<file path="config.mk">
export PLATFORM = sky130hd
export DESIGN_NAME = wpe_ctrl
export DESIGN_NICKNAME = d
export VERILOG_FILES = /design/src/hdl/wpe_pkg.sv /design/src/hdl/wpe_ctrl.sv
export SDC_FILE = /design/constraint.sdc
export NUM_CORES = 1
export LEC_CHECK = 0
export BUFFER_PORTS_ARGS = -buffer_cell sky130_fd_sc_hd__buf_2
export CORE_AREA = 5 5 42 44
export CTS_CLUSTER_SIZE = 24
export DETAILED_ROUTE_END_ITERATION = 10
export DIE_AREA = 0 0 47 49
export PLACE_DENSITY_LB_ADDON = 0.1
export SYNTH_ARGS = -nofsm -noshare
export SYNTH_HDL_FRONTEND = slang
export SYNTH_SLANG_ARGS = --single-unit
export TNS_END_PERCENT = 1
</file>
<file path="constraint.sdc">
create_clock -name i_clk -period 1.7 [get_ports i_clk]
set_input_delay 0.085 -clock i_clk [delete_from_list [all_inputs] [get_ports i_clk]]
set_output_delay 0.085 -clock i_clk [all_outputs]
set_load 0.1 [all_outputs]
</file>
<file path="src/hdl/wpe_pkg.sv">
// ----------------------------------------------------------------------------
// wpe_pkg
// types and constants shared by the window pooling engine
// ----------------------------------------------------------------------------
package wpe_pkg;

    localparam int PIXEL_BITS     = 16;
    localparam int PIX_W          = 16;
    localparam int ACC_W          = 22;
    localparam int OCOL_W         = 8;
    localparam int ROW_W          = 12;
    localparam int WS_W           = 4;
    localparam int OW_W           = 9;
    localparam int OH_W           = 13;
    localparam int MODE_W         = 2;
    localparam int CFG_IDX_W      = 2;
    localparam int CFG_DATA_W     = 13;
    localparam int WS_EFF_W       = WS_W + 1;
    localparam int DIVR_W         = 2 * WS_EFF_W;
    localparam int DCNT_W         = $clog2(ACC_W);
    localparam int MAX_OUT_HEIGHT = 4096;

    localparam logic [PIX_W-1:0] PIX_MASK =
        (PIXEL_BITS >= PIX_W) ? {PIX_W{1'b1}} : PIX_W'((1 << PIXEL_BITS) - 1);

    localparam logic [MODE_W-1:0] MODE_AVG  = 2'd0;
    localparam logic [MODE_W-1:0] MODE_MIN  = 2'd1;
    localparam logic [MODE_W-1:0] MODE_MAX  = 2'd2;
    localparam logic [MODE_W-1:0] MODE_ZERO = 2'd3;

    localparam logic [CFG_IDX_W-1:0] REG_WINDOW_SIZE = 2'd0;
    localparam logic [CFG_IDX_W-1:0] REG_OUT_WIDTH   = 2'd1;
    localparam logic [CFG_IDX_W-1:0] REG_OUT_HEIGHT  = 2'd2;
    localparam logic [CFG_IDX_W-1:0] REG_MODE        = 2'd3;

    typedef struct packed {
        logic [PIX_W-1:0] pixel;
        logic             frame_start;
    } t_pix_word;

    typedef struct packed {
        logic [PIX_W-1:0]  pooled_value;
        logic [OCOL_W-1:0] out_col;
        logic [ROW_W-1:0]  out_row;
        logic              last_of_frame;
    } t_res_word;

    typedef struct packed {
        logic accept;
        logic rd_en;
        logic calc;
        logic div_step;
        logic load_out;
    } t_dp_cmd;

    typedef struct packed {
        logic emit;
        logic avg;
        logic div_done;
        logic out_free;
    } t_dp_status;

endpackage

</file>
<file path="src/hdl/wpe_ctrl.sv">
// ----------------------------------------------------------------------------
// wpe_ctrl
// sequencer for one pixel: read, combine, divide, hand off result
// ----------------------------------------------------------------------------
module wpe_ctrl import wpe_pkg::*; (
    input  logic       i_clk,
    input  logic       i_rst_n,
    input  logic       i_pix_valid,
    output logic       o_pix_stall,
    input  t_dp_status i_status,
    output t_dp_cmd    o_cmd
);

    typedef enum logic [2:0] {
        S_IDLE,
        S_READ,
        S_CALC,
        S_DIV,
        S_OUT
    } t_state;

    t_state r_state;
    t_state n_state;

    always_comb begin
        n_state = r_state;
        case (r_state)
            S_IDLE: begin
                if (i_pix_valid) begin
                    n_state = S_READ;
                end
            end
            S_READ: begin
                n_state = S_CALC;
            end
            S_CALC: begin
                if (!i_status.emit) begin
                    n_state = S_IDLE;
                end else if (i_status.avg) begin
                    n_state = S_DIV;
                end else begin
                    n_state = S_OUT;
                end
            end
            S_DIV: begin
                if (i_status.div_done) begin
                    n_state = S_OUT;
                end
            end
            S_OUT: begin
                if (i_status.out_free) begin
                    n_state = S_IDLE;
                end
            end
            default: begin
                n_state = S_IDLE;
            end
        endcase
    end

    always_ff @(posedge i_clk) begin
        if (!i_rst_n) begin
            r_state <= S_IDLE;
        end else begin
            r_state <= n_state;
        end
    end

    always_comb begin
        o_cmd          = '0;
        o_cmd.accept   = (r_state == S_IDLE) && i_pix_valid;
        o_cmd.rd_en    = (r_state == S_READ);
        o_cmd.calc     = (r_state == S_CALC);
        o_cmd.div_step = (r_state == S_DIV);
        o_cmd.load_out = (r_state == S_OUT) && i_status.out_free;
    end

    assign o_pix_stall = (r_state != S_IDLE);

endmodule

</file>
== Word-level counts from Yosys, hierarchy flattened ==
Index checks and enable logic that the tools add are counted.

* Multiplexer cells: 6
* Reductions and logical operators: 5
* Equality and inequality tests: 7

{| class="wikitable"
|+ Operators with widths
! cell !! count
|-
| $mux W3 || 5
|-
| $pmux W3 S5 || 1
|-
| $eq A3 B2 Y1 const B || 2
|-
| $ne A2 B2 Y1 const B || 3
|-
| $eq A3 B1 Y1 const B || 1
|-
| $eq A3 B3 Y1 const B || 1
|-
| $logic_not A3 Y1 || 1
|-
| $reduce_and A3 Y1 || 1
|-
| $reduce_bool A3 Y1 || 1
|-
| $logic_and A1 B1 Y1 || 2
|}

* Word-level logic and storage cells: 19
* Register bits after elaboration: 3
* Input bits: 7
* Output and inout bits: 6

== Depth between registers and ports, before layout ==
Gate-level depths: netlist (run 1).

* Depth in word-level cells: 3
* Gate-level depth with buffers: 4
* Gate-level depth less buffers: 3

== Worst setup path before layout (run 1) ==
No wires, ideal clock.

* Path type: register -> output
* Start point: reg r_state[2]
* End point: out o_cmd[0] (netlist bit)
* Cell stages (with the launch flop): 3
* Path buffers: 0
* Path slack: -0.938 ns
* Data arrival time: 2.553 ns
* Required time: 1.615 ns
* Path through: dfxtp_1 -> nand2_1 -> nor3_1

{| class="wikitable"
|+ RTL lines
! item !! RTL line !! RTL
|-
| start, declared || wpe_ctrl.sv:22 || <nowiki>t_state r_state;</nowiki>
|-
| start signal, assigned || wpe_ctrl.sv:65 || <nowiki>r_state <= n_state;</nowiki>
|-
| end, declared || wpe_ctrl.sv:11 || <nowiki>output t_dp_cmd o_cmd</nowiki>
|}

==> run metrics, run 1 <==
vias per cell=4.38; Clk pin slew, worst setup/hold paths=0.03 ns; Area Growth Syn to Fin=58.3%; DRC violations left=0; Final setup viols=0; Post-Syn Area=255 sq um; first-pass GRT wire length=1190 um; Worst path top cell family by delay=simple AND/OR/NAND/NOR gates; #FFs+latches synth=3; RSZ-0062 raised after global routing=false; Reg with most FFs=r_state; antenna violations before repair=0; CTS Hold Bufs=0; Worst Setup End Kind=output port; CP cell instances=or3_2, nor2_4, buf_12; fmax=0.616 GHz; GP Congestion=0.731; final hold vios=0; initial DRC count=3; Crit Path Max Fanout=8; clk_lat worst skew=0.24 ns; Hold/Removal Path Class=input port to register; CTS H-tree lvls=1; nets=50; top-area cell type share of the netlist area=23.5%; Worst Path Arrival=1.54 ns; Avg WL per Cell=11.0 um; Die Ht=approximately 49 um; Die Wd=~47 um; Tmin final=1.62 ns; CTS resizes=0; vias in the first global route=between 200 and 300; synthesized area per cell=around 9.5 sq um; routed wire length=between 600 and 700 um; Layout Cells excl Fill=58; CP max stage delay=0.59 ns; IO Count=13; post-synthesis sequential area ratio=23.5%; WP data required=around 1.6 ns; Hold Slack=0.114 ns; max-cap viol count=0; Slew @ Worst Pin=0.486 ns; share of cells above drive strength 1=61.9%; row count=14; placed cells=54; DIE AREA=approximately 2300 sq um; Max Slew Vio Count=0; largest area contributor in the netlist=dfxtp_1; Core ar.=approximately 1400 sq um; Area after DPL=378 sq um; crit path launch type=register; Initial Utilization=~18%; library cells used by synthesis=20; Slowest-stage cell, CP=or3_2; Num CTS Buffers=3; root buffer cell=clkbuf_4; drt pass-1 iters=2; TritonCTS clock tree=yes; CTS Sinks=3; syn nets=34; clock buffer depth=2; # port buffers=12; post-detail-place hpwl=between 500 and 600 um; Antenna Nets Post-Route=0; kind of critical path=register to output port; Ys Warns=0; Clock Skews=0.00416 ns; max_slew headroom=67.8%; status=completed; Vias=between 200 and 300; setup bufs post-CTS=0; max FFs per register=3; # diodes=0; Top Registers=r_state x3; gr ovfl total=0; pin count of the biggest net entering global routing=10; WP buf/inv=1; global-route total usage across every layer=roughly 7.6%; Synth area leaders=dfxtp_1, nor4b_4, nor4_4; final instance area=404 sq um; cells after synthesis=27; Final Cycle Share=between 90 and 100%
==> final timing paths <==
check | from | slack (ns) | cells past startpoint | endpoint
setup / recovery | r_state[2]$_SDFFE_PN0P_ | 0.08 | 3 | o_cmd[4]
hold / removal | i_rst_n | 0.11 | 3 | r_state[2]$_SDFFE_PN0P_
setup reg to reg | r_state[0]$_SDFFE_PN0P_ | 0.30 | 3 | r_state[2]$_SDFFE_PN0P_
hold reg to reg | r_state[0]$_SDFFE_PN0P_ | 0.69 | 2 | r_state[1]$_SDFFE_PN0P_
==> placed cells by master (no fill, tap or decap), types with 2 or more instances in the layout <==
master,instances
dfxtp_1,2
buf_2,10
clkbuf_4,3
a31oi_1,2
nor3_2,2
buf_12,2
inv_1,3
nand2_1,2
==> per-layer routing <==
layer / vias to the layer above / GRT usage (%) / wire length [um]
met2: 9 / 9.73 / 309
met3: 2 / 0 / 41
met5: - / 0 / 0
met4: 0 / 11.1 / 23
li1: 130 / - / -
met1: 113 / 8.97 / 265
==> stage by stage <==
| step | TNS [ns] | util (%) | setup WS [ns] |
|---|---|---|---|
| floorplan | -0.363 | - | -0.135 |
| global placement | 0 | 27.0 | 0.305 |
| detailed placement | 0 | 27.0 | 0.299 |
| CTS | 0 | 28.8 | 0.0614 |
| global route | 0 | 28.8 | 0.0157 |
| finish | 0 | 28.8 | 0.0776 |
==> cell type report <==
type | instances | area, sq um
clock buffers | 4 | 26.3
fillers | 170 | 997
inverters | 3 | 11.3
multi-input cells | 20 | 195
flip-flops and latches | 3 | 61.3
well taps | 16 | 20.0
repair buffers | 12 | 90.1
==> worst min-delay path, cell delays in order <==
cell and delay, ns:
buf_2 0.09, inv_1 0.07, a2111oi_2 0.05
==> cell families (layout without fill, tap and decap cells) <==
logic type,count (synthesis),count (layout),share of synthesized area [%]
buf+inv,4,19,7.35
flops,3,3,23.5
compound gates,4,4,12.7
simple gates,16,16,56.4
==> cell usage after synthesis, drive strengths merged <==
cell type and number:
dfxtp 3, inv 3, a31oi 2, nand2 2
nor2 2, nor3 2, or3 2, a2111oi 1
and2 1, and2b 1, and4bb 1, buf 1
nand3 1, nor2b 1, nor3b 1, nor4 1
nor4b 1, o21ai 1
Power of run 1 is not shown: default switching activity piles up to over one toggle a cycle in this logic, so the estimate is an artifact.
==> run 2: changes to the inputs <==
--- a/config.mk
+++ b/config.mk
@@ -10,6 +10,7 @@
 export CTS_CLUSTER_SIZE = 24
 export DETAILED_ROUTE_END_ITERATION = 10
 export DIE_AREA = 0 0 47 49
+export GPL_TIMING_DRIVEN = 0
 export PLACE_DENSITY_LB_ADDON = 0.1
 export SYNTH_ARGS = -nofsm -noshare
 export SYNTH_HDL_FRONTEND = slang
==> run 2 against run 1 <==
  * Fmax decreased by 0.30%
  * Non-clock buffer count increased by 1
  * Largest cell class unchanged
  * Count of clock-buffer cells in the layout unchanged
  * Clock skew decreased by 0.0027 ns
  * Hold slack improved by 0.0048 ns
==> run metrics, run 2 (synthesis results as in run 1) <==
min-delay src=i_rst_n (unchanged); Num CTS Buffers=3 (unchanged); first-pass GRT wire length=1170 um (was 1190 um); Antenna Nets Post-Route=0 (unchanged); Hold/Removal Path Class=input port to register (unchanged); vias in the first global route=283 (was 286); WP data required=1.62 ns (about the same); Layout Cells excl Fill=59 (was 58); Core ar.=1400 sq um (unchanged); IO Count=13 (unchanged); Worst Setup SP=r_state[2]$_SDFFE_PN0P_ (unchanged); crit path launch type=register (unchanged); Place WS=0.121 ns (was 0.299 ns); root buffer cell=clkbuf_4 (unchanged); Die Wd=47 um (unchanged); status=completed (unchanged); max_slew headroom=67.6% (was 67.8%); Slew @ Worst Pin=0.489 ns (was 0.486 ns); Seq. cell area=61.3 sq um (unchanged); gr ovfl total=0 (unchanged); DRC violations left=0 (unchanged); Top Registers=r_state x3 (unchanged); Worst Path Arrival=1.54 ns (about the same); Vias=253 (was 254); Reg with most FFs=r_state (unchanged); Clk pin slew, worst setup/hold paths=0.04 ns (was 0.03 ns); clock buffer depth=2 (unchanged); post-detail-place hpwl=504 um (was 501 um); final worst slack=0.0728 ns (was 0.0776 ns); nets=51 (was 50); CTS Sinks=3 (unchanged); routed wire length=639 um (unchanged); Area Growth Syn to Fin=52.0% (was 58.3%); Max Slew Vio Count=0 (unchanged); vias per cell=4.29 (was 4.38); # diodes=0 (unchanged); CTS H-tree lvls=1 (unchanged); CTS Hold Bufs=0 (unchanged); Final Cycle Share=95.7% (was 95.4%); reg-to-reg startpoint=r_state[2]$_SDFFE_PN0P_ (was r_state[0]$_SDFFE_PN0P_); clk_lat worst skew=0.24 ns (about the same); pin count of the biggest net entering global routing=10 (unchanged); Tmin final=1.63 ns (was 1.62 ns); max FFs per register=3 (unchanged); Multi-input gate area=195 sq um (unchanged); Final setup viols=0 (unchanged); # port buffers=12 (unchanged); initial DRC count=0 (was 3); final hold vios=0 (unchanged); Crit Path Max Fanout=8 (unchanged); WP buf/inv=1 (unchanged); Initial Utilization=18.2% (unchanged); Worst path top cell family by delay=simple AND/OR/NAND/NOR gates (unchanged); leading cell type in the layout, fill and taps excluded=buf_2 (unchanged); TritonCTS clock tree=yes (unchanged); most frequent cells in the layout=buf_2, inv_1, clkbuf_4 (unchanged); max-cap viol count=0 (unchanged); drt pass-1 iters=1 (was 2); row count=14 (unchanged); Die Ht=49 um (unchanged); share of cells above drive strength 1=62.8% (was 61.9%); RSZ-0062 raised after global routing=false (unchanged); GP Congestion=0.688 (was 0.731); fmax=0.615 GHz (was 0.616 GHz); kind of critical path=register to output port (unchanged); DIE AREA=2300 sq um (unchanged); Hold Slack=0.119 ns (was 0.114 ns); Clock Skews=0.00142 ns (was 0.00416 ns); placed cells=55 (was 54); global-route total usage across every layer=7.17% (was 7.59%); CP max stage delay=0.57 ns (was 0.59 ns); Avg WL per Cell=10.8 um (was 11.0 um); antenna violations before repair=0 (unchanged); CP cell instances=or3_2, nor2_4, buf_6 (was or3_2, nor2_4, buf_12); Fillers=161 (was 170); Worst Setup End Kind=output port (unchanged); Slowest-stage cell, CP=or3_2 (unchanged)
## run 2: worst min-delay path, cell delays in order
cell	delay, ns
buf_2	0.10
inv_1	0.07
a2111oi_2	0.05
## run 2: final cells by class
type / count / area share [%]
sequential: 3 / 15.8
inverter: 3 / 2.90
tap: 16 / 5.16
buffer: 1 / 1.94
timing repair buffer: 12 / 17.1
clock buffer: 4 / 6.77
multi-input combinational: 20 / 50.3
## run 2: final timing paths
check / endpoint / slack [ns] / depth (start not counted)
max: o_cmd[4] / 0.07 / 3
min reg2reg: r_state[1]$_SDFFE_PN0P_ / 0.66 / 3
min: r_state[2]$_SDFFE_PN0P_ / 0.12 / 3
max reg2reg: r_state[2]$_SDFFE_PN0P_ / 0.36 / 3
## run 2: per-stage QoR
stage          setup TNS, ns  instance area (sq um)  util (%)
6_report                   0                    388      27.7
5_1_grt                    0                    388      27.7
4_1_cts                    0                    388      27.7
3_5_place_dp               0                    355      25.4
3_3_place_gp               0                    355      25.4
2_1_floorplan         -0.363                    275         -
## run 2: timing repair
item                       4_1_cts  5_1_grt
setup endpoints to repair        1        0
buffers inserted                 0        0
resized for setup                2        0
## run 2: layer usage
metal,up-vias,global-route usage (%),wire [um]
li1,128,-,-
met1,114,8.10,247
met2,9,10.6,332
met3,2,1.11,43
met4,0,6.91,16
met5,-,0,0
Power of run 2 is left out for the same reason.
